[src/hw/rtl/fcr_pkg.sv]
// Shared types and constants for the fault code registry.
// No dependencies; compiled first.
package fcr_pkg;

  localparam int MAX_CODES_DEF = 32;
  localparam int CODE_W        = 16;
  localparam int SEV_W         = 3;
  localparam int TOTAL_W       = 6;

  typedef enum logic [1:0] {
    ACT_REGISTER = 2'd0,
    ACT_RAISE    = 2'd1,
    ACT_CLEAR    = 2'd2,
    ACT_QUERY    = 2'd3
  } action_e;

  typedef enum logic [1:0] {
    ST_OK        = 2'd0,
    ST_DUPLICATE = 2'd1,
    ST_FULL      = 2'd2,
    ST_UNKNOWN   = 2'd3
  } status_e;

  // controller to datapath
  typedef struct packed {
    logic start;
    logic scan;
    logic commit;
  } cmd_t;

  // datapath to controller
  typedef struct packed {
    logic scan_done;
  } sts_t;

endpackage

[src/hw/rtl/fcr_intf.sv]
// Request and response channels of the fault code registry.
// Depends on fcr_pkg.
interface fcr_req_if;
  logic                        valid;
  logic                        ready;
  fcr_pkg::action_e            action;
  logic [fcr_pkg::CODE_W-1:0]  fault_code;
  logic [fcr_pkg::SEV_W-1:0]   severity_in;

  modport source (output valid, output action, output fault_code, output severity_in,
                  input ready);
  modport sink   (input valid, input action, input fault_code, input severity_in,
                  output ready);
endinterface

interface fcr_rsp_if;
  logic                         valid;
  logic                         ready;
  fcr_pkg::status_e             status;
  logic                         code_active;
  logic [fcr_pkg::TOTAL_W-1:0]  active_total;
  logic [fcr_pkg::SEV_W-1:0]    worst_severity;

  modport source (output valid, output status, output code_active, output active_total,
                  output worst_severity, input ready);
  modport sink   (input valid, input status, input code_active, input active_total,
                  input worst_severity, output ready);
endinterface

[src/hw/rtl/fcr_ctrl.sv]
// Sequencer of the fault code registry: accept, scan, commit.
// Depends on fcr_pkg; drives the datapath through cmd_t, reads sts_t.
module fcr_ctrl (
  input  logic          clk_i,
  input  logic          rst_ni,
  input  logic          in_valid_i,
  output logic          in_ready_o,
  output logic          out_valid_o,
  input  logic          out_ready_i,
  output fcr_pkg::cmd_t cmd_o,
  input  fcr_pkg::sts_t sts_i
);
  import fcr_pkg::*;

  localparam logic [1:0] S_IDLE   = 2'd0;
  localparam logic [1:0] S_SCAN   = 2'd1;
  localparam logic [1:0] S_COMMIT = 2'd2;

  logic [1:0] state_q, state_d;
  logic       out_vld_q, out_vld_d;
  logic       accept;
  logic       out_free;

  assign accept   = in_valid_i && in_ready_o;
  assign out_free = !out_vld_q || out_ready_i;

  always_comb begin
    state_d      = state_q;
    cmd_o        = '0;
    in_ready_o   = 1'b0;
    case (state_q)
      S_IDLE: begin
        in_ready_o = 1'b1;
        if (in_valid_i) begin
          cmd_o.start = 1'b1;
          state_d     = S_SCAN;
        end
      end
      S_SCAN: begin
        cmd_o.scan = 1'b1;
        if (sts_i.scan_done) state_d = S_COMMIT;
      end
      S_COMMIT: begin
        // hold the result back until the output register is free
        if (out_free) begin
          cmd_o.commit = 1'b1;
          state_d      = S_IDLE;
        end
      end
      default: state_d = S_IDLE;
    endcase
  end

  always_comb begin
    out_vld_d = out_vld_q;
    if (cmd_o.commit)     out_vld_d = 1'b1;
    else if (out_ready_i) out_vld_d = 1'b0;
  end

  assign out_valid_o = out_vld_q;

  always_ff @(posedge clk_i or negedge rst_ni) begin
    if (!rst_ni) begin
      state_q   <= S_IDLE;
      out_vld_q <= 1'b0;
    end else begin
      state_q   <= state_d;
      out_vld_q <= out_vld_d;
    end
  end

  a_commit_free: assert property (@(posedge clk_i) disable iff (!rst_ni)
    cmd_o.commit |-> (!out_vld_q || out_ready_i))
    else $error("result committed over an unread result");

  a_accept_scan: assert property (@(posedge clk_i) disable iff (!rst_ni)
    accept |=> (state_q == S_SCAN))
    else $error("accepted request did not start a scan");

  a_done_commit: assert property (@(posedge clk_i) disable iff (!rst_ni)
    (state_q == S_SCAN && sts_i.scan_done) |=> (state_q == S_COMMIT))
    else $error("finished scan did not move to commit");

endmodule

[src/hw/rtl/fcr_dp.sv]
// Datapath of the fault code registry: entry memories, active flags,
// scan pipeline, accumulators and result register. Depends on fcr_pkg.
module fcr_dp #(
  parameter int MaxCodes = fcr_pkg::MAX_CODES_DEF
) (
  input  logic                        clk_i,
  input  logic                        rst_ni,
  input  fcr_pkg::cmd_t               cmd_i,
  output fcr_pkg::sts_t               sts_o,
  input  fcr_pkg::action_e            action_i,
  input  logic [fcr_pkg::CODE_W-1:0]  fault_code_i,
  input  logic [fcr_pkg::SEV_W-1:0]   severity_in_i,
  output fcr_pkg::status_e            status_o,
  output logic                        code_active_o,
  output logic [fcr_pkg::TOTAL_W-1:0] active_total_o,
  output logic [fcr_pkg::SEV_W-1:0]   worst_severity_o
);
  import fcr_pkg::*;

  localparam int CNT_W = $clog2(MaxCodes + 1);
  localparam int IDX_W = (MaxCodes > 1) ? $clog2(MaxCodes) : 1;
  localparam int TOT_W = (CNT_W > TOTAL_W) ? CNT_W : TOTAL_W;

  // entry stores, no reset; only entries below the fill count are read
  logic [CODE_W-1:0] code_mem [MaxCodes];
  logic [SEV_W-1:0]  sev_mem  [MaxCodes];
  logic [CODE_W-1:0] code_rd_q;
  logic [SEV_W-1:0]  sev_rd_q;

  logic [MaxCodes-1:0] flag_q, flag_d;
  logic [CNT_W-1:0]    used_q, used_d;

  // latched request
  action_e           act_q;
  logic [CODE_W-1:0] code_q;
  logic [SEV_W-1:0]  sev_q;

  // scan pipeline
  logic [CNT_W-1:0] rd_cnt_q, rd_cnt_d;
  logic             rd_vld_q, rd_vld_d;
  logic [IDX_W-1:0] rd_idx_q;
  logic             rd_en;

  // accumulators
  logic [TOT_W-1:0] tot_q, tot_d;
  logic [SEV_W-1:0] worst_q, worst_d;
  logic             hit_q, hit_d;
  logic [IDX_W-1:0] hit_idx_q, hit_idx_d;
  logic             hit_flag_q, hit_flag_d;

  // result register
  status_e          res_status_q, res_status_d;
  logic             res_active_q, res_active_d;
  logic [TOTAL_W-1:0] res_total_q;
  logic [SEV_W-1:0] res_worst_q;

  logic hit_now, flag_now, eff_flag, full, wr_en;

  assign rd_en = cmd_i.scan && (rd_cnt_q < used_q);
  assign full  = (used_q >= CNT_W'(MaxCodes));
  assign sts_o.scan_done = (rd_cnt_q >= used_q) && !rd_vld_q;

  always_ff @(posedge clk_i) begin
    if (rd_en) begin
      code_rd_q <= code_mem[rd_cnt_q[IDX_W-1:0]];
      sev_rd_q  <= sev_mem[rd_cnt_q[IDX_W-1:0]];
    end
    if (wr_en) begin
      code_mem[used_q[IDX_W-1:0]] <= code_q;
      sev_mem[used_q[IDX_W-1:0]]  <= sev_q;
    end
  end

  // flag of the entry after this action, so one pass yields the summary
  always_comb begin
    hit_now  = (code_rd_q == code_q);
    flag_now = flag_q[rd_idx_q];
    eff_flag = flag_now;
    if (hit_now && act_q == ACT_RAISE) eff_flag = 1'b1;
    if (hit_now && act_q == ACT_CLEAR) eff_flag = 1'b0;
  end

  always_comb begin
    rd_cnt_d   = rd_cnt_q;
    rd_vld_d   = 1'b0;
    tot_d      = tot_q;
    worst_d    = worst_q;
    hit_d      = hit_q;
    hit_idx_d  = hit_idx_q;
    hit_flag_d = hit_flag_q;
    if (cmd_i.start) begin
      rd_cnt_d = '0;
      tot_d    = '0;
      worst_d  = '0;
      hit_d    = 1'b0;
    end else if (cmd_i.scan) begin
      rd_vld_d = rd_en;
      if (rd_en) rd_cnt_d = rd_cnt_q + CNT_W'(1);
      if (rd_vld_q) begin
        if (eff_flag) begin
          tot_d = tot_q + TOT_W'(1);
          if (sev_rd_q > worst_q) worst_d = sev_rd_q;
        end
        if (hit_now) begin
          hit_d      = 1'b1;
          hit_idx_d  = rd_idx_q;
          hit_flag_d = flag_now;
        end
      end
    end
  end

  always_comb begin
    flag_d       = flag_q;
    used_d       = used_q;
    wr_en        = 1'b0;
    res_status_d = ST_OK;
    res_active_d = 1'b0;
    if (cmd_i.commit) begin
      case (act_q)
        ACT_REGISTER: begin
          if (hit_q)     res_status_d = ST_DUPLICATE;
          else if (full) res_status_d = ST_FULL;
          else begin
            wr_en  = 1'b1;
            used_d = used_q + CNT_W'(1);
          end
        end
        ACT_RAISE, ACT_CLEAR: begin
          if (hit_q) flag_d[hit_idx_q] = (act_q == ACT_RAISE);
          else       res_status_d = ST_UNKNOWN;
        end
        ACT_QUERY:   res_active_d = hit_q && hit_flag_q;
        default:     res_status_d = ST_OK;
      endcase
    end
  end

  always_ff @(posedge clk_i or negedge rst_ni) begin
    if (!rst_ni) begin
      flag_q     <= '0;
      used_q     <= '0;
      rd_cnt_q   <= '0;
      rd_vld_q   <= 1'b0;
      hit_q      <= 1'b0;
    end else begin
      flag_q     <= flag_d;
      used_q     <= used_d;
      rd_cnt_q   <= rd_cnt_d;
      rd_vld_q   <= rd_vld_d;
      hit_q      <= hit_d;
    end
  end

  always_ff @(posedge clk_i) begin
    if (cmd_i.start) begin
      act_q  <= action_i;
      code_q <= fault_code_i;
      sev_q  <= severity_in_i;
    end
    if (rd_en) rd_idx_q <= rd_cnt_q[IDX_W-1:0];
    tot_q      <= tot_d;
    worst_q    <= worst_d;
    hit_idx_q  <= hit_idx_d;
    hit_flag_q <= hit_flag_d;
    if (cmd_i.commit) begin
      res_status_q <= res_status_d;
      res_active_q <= res_active_d;
      res_total_q  <= tot_q[TOTAL_W-1:0];
      res_worst_q  <= worst_q;
    end
  end

  assign status_o         = res_status_q;
  assign code_active_o    = res_active_q;
  assign active_total_o   = res_total_q;
  assign worst_severity_o = res_worst_q;

  a_used_bound: assert property (@(posedge clk_i) disable iff (!rst_ni)
    used_q <= CNT_W'(MaxCodes))
    else $error("fill count beyond table depth");

  a_total_bound: assert property (@(posedge clk_i) disable iff (!rst_ni)
    cmd_i.commit |-> (tot_q <= TOT_W'(used_q)))
    else $error("active count exceeds registered entries");

  a_hit_in_range: assert property (@(posedge clk_i) disable iff (!rst_ni)
    (cmd_i.commit && hit_q) |-> (CNT_W'(hit_idx_q) < used_q))
    else $error("matched entry lies beyond the fill count");

endmodule

[src/hw/rtl/fault_code_registry.sv]
// Top level of the fault code registry: sequencer plus datapath.
// Depends on fcr_pkg, fcr_intf, fcr_ctrl and fcr_dp.
//
//   channel  dir  modport  payload
//   req_i    in   sink     action, fault_code, severity_in
//   rsp_o    out  source   status, code_active, active_total, worst_severity
//
// Each request is accepted, then scanned over the registered entries through the
// single read port of the entry memories and the scan pipeline, then committed;
// the next request is accepted only after that commit.
// Reset clears the active flags and the fill count at once; no clearing pass.
// A finished result waits in the output register while the next request is
// taken; that request holds in commit until the result has been taken.
module fault_code_registry #(
  parameter int MaxCodes = fcr_pkg::MAX_CODES_DEF
) (
  input  logic      clk_i,
  input  logic      rst_ni,
  fcr_req_if.sink   req_i,
  fcr_rsp_if.source rsp_o
);
  import fcr_pkg::*;

  cmd_t cmd;
  sts_t sts;

  fcr_ctrl u_ctrl (
    .clk_i       (clk_i),
    .rst_ni      (rst_ni),
    .in_valid_i  (req_i.valid),
    .in_ready_o  (req_i.ready),
    .out_valid_o (rsp_o.valid),
    .out_ready_i (rsp_o.ready),
    .cmd_o       (cmd),
    .sts_i       (sts)
  );

  fcr_dp #(
    .MaxCodes (MaxCodes)
  ) u_dp (
    .clk_i            (clk_i),
    .rst_ni           (rst_ni),
    .cmd_i            (cmd),
    .sts_o            (sts),
    .action_i         (req_i.action),
    .fault_code_i     (req_i.fault_code),
    .severity_in_i    (req_i.severity_in),
    .status_o         (rsp_o.status),
    .code_active_o    (rsp_o.code_active),
    .active_total_o   (rsp_o.active_total),
    .worst_severity_o (rsp_o.worst_severity)
  );

endmodule

[src/flat_wrapper.sv]
// flat-port wrapper written by rule: the top's interface ports become plain ports
module fault_code_registry_flat import fcr_pkg::*;
#(
  parameter int MaxCodes = fcr_pkg::MAX_CODES_DEF
)
  (clk_i, rst_ni, req_i_valid, req_i_action, req_i_fault_code, req_i_severity_in, req_i_ready, rsp_o_valid, rsp_o_status, rsp_o_code_active, rsp_o_active_total, rsp_o_worst_severity, rsp_o_ready);
  fcr_req_if req_i_i ();
  fcr_rsp_if rsp_o_i ();
  input  logic clk_i;
  input  logic rst_ni;
  input wire logic [$bits(req_i_i.valid)-1:0] req_i_valid;
  input wire logic [$bits(req_i_i.action)-1:0] req_i_action;
  input wire logic [$bits(req_i_i.fault_code)-1:0] req_i_fault_code;
  input wire logic [$bits(req_i_i.severity_in)-1:0] req_i_severity_in;
  output wire logic [$bits(req_i_i.ready)-1:0] req_i_ready;
  output wire logic [$bits(rsp_o_i.valid)-1:0] rsp_o_valid;
  output wire logic [$bits(rsp_o_i.status)-1:0] rsp_o_status;
  output wire logic [$bits(rsp_o_i.code_active)-1:0] rsp_o_code_active;
  output wire logic [$bits(rsp_o_i.active_total)-1:0] rsp_o_active_total;
  output wire logic [$bits(rsp_o_i.worst_severity)-1:0] rsp_o_worst_severity;
  input wire logic [$bits(rsp_o_i.ready)-1:0] rsp_o_ready;
  assign req_i_i.valid = req_i_valid;
  assign req_i_i.action = req_i_action;
  assign req_i_i.fault_code = req_i_fault_code;
  assign req_i_i.severity_in = req_i_severity_in;
  assign req_i_ready = req_i_i.ready;
  assign rsp_o_valid = rsp_o_i.valid;
  assign rsp_o_status = rsp_o_i.status;
  assign rsp_o_code_active = rsp_o_i.code_active;
  assign rsp_o_active_total = rsp_o_i.active_total;
  assign rsp_o_worst_severity = rsp_o_i.worst_severity;
  assign rsp_o_i.ready = rsp_o_ready;
  fault_code_registry #(.MaxCodes(MaxCodes)) u_core (.clk_i(clk_i), .rst_ni(rst_ni), .req_i(req_i_i), .rsp_o(rsp_o_i));
endmodule
[config.mk]
export PLATFORM = sky130hd
export DESIGN_NAME = fault_code_registry_flat
export DESIGN_NICKNAME = d
export VERILOG_FILES = /design/src/hw/rtl/fcr_pkg.sv /design/src/hw/rtl/fcr_intf.sv /design/src/hw/rtl/fcr_ctrl.sv /design/src/hw/rtl/fcr_dp.sv /design/src/hw/rtl/fault_code_registry.sv /design/src/flat_wrapper.sv
export SDC_FILE = /design/constraint.sdc
export NUM_CORES = 1
export LEC_CHECK = 0
export BUFFER_PORTS_ARGS = -buffer_cell sky130_fd_sc_hd__buf_4
export CAP_MARGIN = 20
export CORE_MARGIN = 1.5
export CORE_UTILIZATION = 40
export CTS_CLUSTER_DIAMETER = 150
export DETAILED_ROUTE_END_ITERATION = 7
export SLEW_MARGIN = 20
export SYNTH_ARGS = -nofsm -noshare
export SYNTH_HDL_FRONTEND = slang
export SYNTH_HIERARCHICAL = 1
export SYNTH_SLANG_ARGS = --single-unit
[constraint.sdc]
create_clock -name clk_i -period 8.6 [get_ports clk_i]
set_clock_uncertainty 0.05 [all_clocks]
set_input_delay 1.29 -clock clk_i [delete_from_list [all_inputs] [get_ports clk_i]]
set_output_delay 1.29 -clock clk_i [all_outputs]
set_load 0.05 [all_outputs]
==> impl_metrics.json <==
{
  "status": "finished, final reports clean",
  "ys_seq_area_share_pct": 75.4,
  "max_freq_mhz": 263,
  "die_h_microns": 270,
  "synth_ff_type": "edfxtp_1",
  "grt_pass1_vias": 13600,
  "start_util_pct": 40.6,
  "core_area_sq_um": 70400,
  "grt_usage_pct": 17.2,
  "worstSetupPathType": "input port to register",
  "min_path_type": "register to register",
  "cap_violations": 0,
  "rsz0062_at_grt": "no",
  "clkSlewWorstSetupHoldPaths_ns": 0.06,
  "worst_pin_slew_ns": 1.07,
  "cp-end-kind": "register",
  "cts_root_buffer": "clkbuf_16",
  "synth_edf_count": 671,
  "synth_top_area_share_pct": 70.5,
  "die_w_microns": 270,
  "post-place-ws_ns": 4.21,
  "drc": 0,
  "max_stage_delay_ns": 0.73,
  "met2_usage_pct": 27.7,
  "area_growth_pct": 14.5,
  "die-area_sq_um": 73100,
  "synthCells": 1318,
  "finalPower_uw": 9550,
  "fin_crit_sh_pct": 44.3,
  "drt-total-wl_microns": 62000,
  "syn_area_per_cell_sq_um": 21.7,
  "io_buffers": 38,
  "dr.pass1.iters": 5,
  "drive_gt1_share_pct": 33.2,
  "wire_per_inst_microns": 25.5,
  "numCtsBuffers": 73,
  "grt_most_used_layer": "met2",
  "grt_pass1_wl_microns": 91400,
  "cts_hold_buffers": 0,
  "synth.cell_area_sq_um": 28600,
  "cts_tree": "done",
  "path_cells": "buf_4 -> nand2b_1 -> nor2b_1 -> buf_4 -> nor4bb_1 -> buf_4 -> nand2_1 -> nor2_2 -> buf_4",
  "finalWeightedCongestion": 0.757,
  "drtAntennaViolNets": 0,
  "relSlewSlack_pct": 28.4,
  "final_hold_viol_count": 0,
  "cts-resized-gates": 0,
  "syn-num-nets": 1362,
  "post-route-min-period_ns": 3.81,
  "p_leak_uw": 0.0107,
  "dr.first_iter.drc_count": 1254,
  "critPathLaunchType": "input port",
  "setup_ws_ns": 4.79,
  "grt_use_met1_pct": 23.9,
  "hold_slack_ns": 0.409,
  "yosysWarnings": 6,
  "h-tree-depth": 3,
  "ys_types": 53,
  "dp_hpwl_microns": 34500,
  "cp_max_fo": 15,
  "post_cts_buffers": 0,
  "dp.cells": 2290,
  "vias": 13400,
  "synth_seq_cells": 729,
  "clkLatencyLatePin_ns": 0.62,
  "grt_max_degree": 65,
  "cp_slowest_cell": "nor2_2",
  "nets": 1475,
  "rows": 97,
  "fin_cells": 2429,
  "synthTopCellsByArea": "edfxtp_1 71%, mux4_2 15%, dfrtp_1 4.3%",
  "crit_arrival_ns": 4.04,
  "n_antenna_cell": 0,
  "grt_overflow_total": 0,
  "yosys.area.top_type": "edfxtp_1",
  "cp.required_ns": 8.83,
  "setup_violations": 0,
  "async_flop_share_pct": 6.72,
  "pin_count": 39,
  "cts.sinks": 729,
  "worst_path_most_repeated_cell": "buf_4",
  "antenna_found_initial": 0,
  "peakVddDrop_mv": 0.189,
  "setup_tns_ns": 0,
  "grtUsageMet3_pct": 3.18,
  "clock_path_buffers": 3,
  "slew_viol_final": 0,
  "vias_per_cell": 5.50,
  "synth_most_common_cell": "edfxtp_1",
  "p_per_area_nw_per_um2": 292,
  "synthTopCellsByCount": "671 x edfxtp_1, 193 x mux4_2, 64 x nor2_1"
}
where the power goes:
part           internal [uW]  total [uW]  switching, uW
Combinational           1140        2190           1050
Sequential              4080        4290            215
Clock                   1760        3070           1310
cells by family (layout without fill, tap and decap cells):
family,after synthesis,in the layout,synth area share [%]
mux,263,263,18.1
fa+ha+maj,19,19,0.832
buf+inv,82,253,1.25
simple gates,176,176,3.03
flops,729,729,75.4
compound gates,25,25,0.622
xor+xnor,24,24,0.736
path summary, 6_finish.rpt:
check / slack (ns) / start / cells past startpoint / endpoint
max: 4.79 / rsp_o_ready / 9 / u_core/u_dp/code_mem[29][3]$_DFFE_PP_
min: 0.41 / u_core/u_dp/tot_q[5]$_SDFFE_PP0P_ / 0 / u_core/u_dp/active_total_o[5]$_DFFE_PP_
max reg2reg: 5.00 / u_core/u_dp/rd_cnt_q[0]$_DFFE_PN0P_ / 5 / u_core/u_dp/code_rd_q[1]$_DFFE_PP_
min reg2reg: 0.41 / u_core/u_dp/tot_q[5]$_SDFFE_PP0P_ / 0 / u_core/u_dp/active_total_o[5]$_DFFE_PP_
max in group asynchronous: 7.35 / rst_ni / 1 / u_core/u_dp/rd_cnt_q[1]$_DFFE_PN0P_
min in group asynchronous: 0.66 / rst_ni / 1 / u_core/u_dp/flag_q[23]$_DFFE_PN0P_
area by class of cell:
cell class,instances,area (sq um)
fill,5840,37700
tap,940,1180
multi-input combinational,507,6760
clock buffer,97,1990
clock inverter,36,313
inverter,19,71.3
sequential,729,21600
timing repair buffer,101,836
layout by cell type (no fill, tap or decap), types with 3 or more instances in the layout:
master	n
clkinv_1	16
mux2_2	53
mux4_1	3
nand3b_1	3
buf_8	5
inv_1	19
buf_4	94
xnor2_1	4
mux2i_1	9
nor3_1	4
and4_1	4
ha_1	18
nand2_1	36
nand2b_1	11
clkbuf_16	76
a21oi_1	6
dfxtp_1	9
mux4_2	193
nand4_1	5
and3_1	4
nor2_2	32
xor2_1	20
nand3_1	16
dfrtp_4	3
dfrtp_1	45
nor2_1	32
bufinv_16	4
edfxtp_1	671
nor2b_1	8
nor4_1	3
clkbuf_1	20
mux2_1	4
a211oi_1	5
clkinvlp_4	3
clkinv_2	9
sequential cells by signal (all words and copies together), names as in the netlist:
name,cells
u_core/u_dp/code_mem,512
u_core/u_dp/sev_mem,96
u_core/u_dp/flag_q,32
u_core/u_dp/code_q,16
u_core/u_dp/code_rd_q,16
u_core/u_dp/active_total_o,6
u_core/u_dp/rd_cnt_q,6
u_core/u_dp/tot_q,6
u_core/u_dp/used_q,6
u_core/u_dp/hit_idx_q,5
u_core/u_dp/rd_idx_q,5
u_core/u_dp/sev_q,3
u_core/u_dp/sev_rd_q,3
u_core/u_dp/worst_q,3
u_core/u_dp/worst_severity_o,3
u_core/u_ctrl/state_q,2
u_core/u_dp/act_q,2
u_core/u_dp/status_o,2
u_core/u_ctrl/out_valid_o,1
u_core/u_dp/code_active_o,1
u_core/u_dp/hit_flag_q,1
u_core/u_dp/hit_q,1
u_core/u_dp/rd_vld_q,1
per-stage QoR:
| stage | util, % | instance area (sq um) |
|---|---|---|
| 2_1_floorplan | - | 28600 |
| 3_3_place_gp | 43.0 | 30300 |
| 3_5_place_dp | 43.0 | 30300 |
| 4_1_cts | 46.3 | 32600 |
| 5_1_grt | 46.5 | 32700 |
| 6_report | 46.5 | 32700 |
worst max-delay path, delay by kind of cell:
family / cells / cell delay (ns)
simple gates: 5 / 1.83
buf+inv: 4 / 0.92
layer usage:
metal | vias up | share of wire, % | wire length (microns)
li1 | 5657 | - | -
met1 | 7177 | 42 | 26300
met2 | 443 | 49 | 30500
met3 | 81 | 6.2 | 3860
met4 | 0 | 2.2 | 1340
met5 | - | 0 | 0
Note: power is estimated with default switching activity, not from simulation.
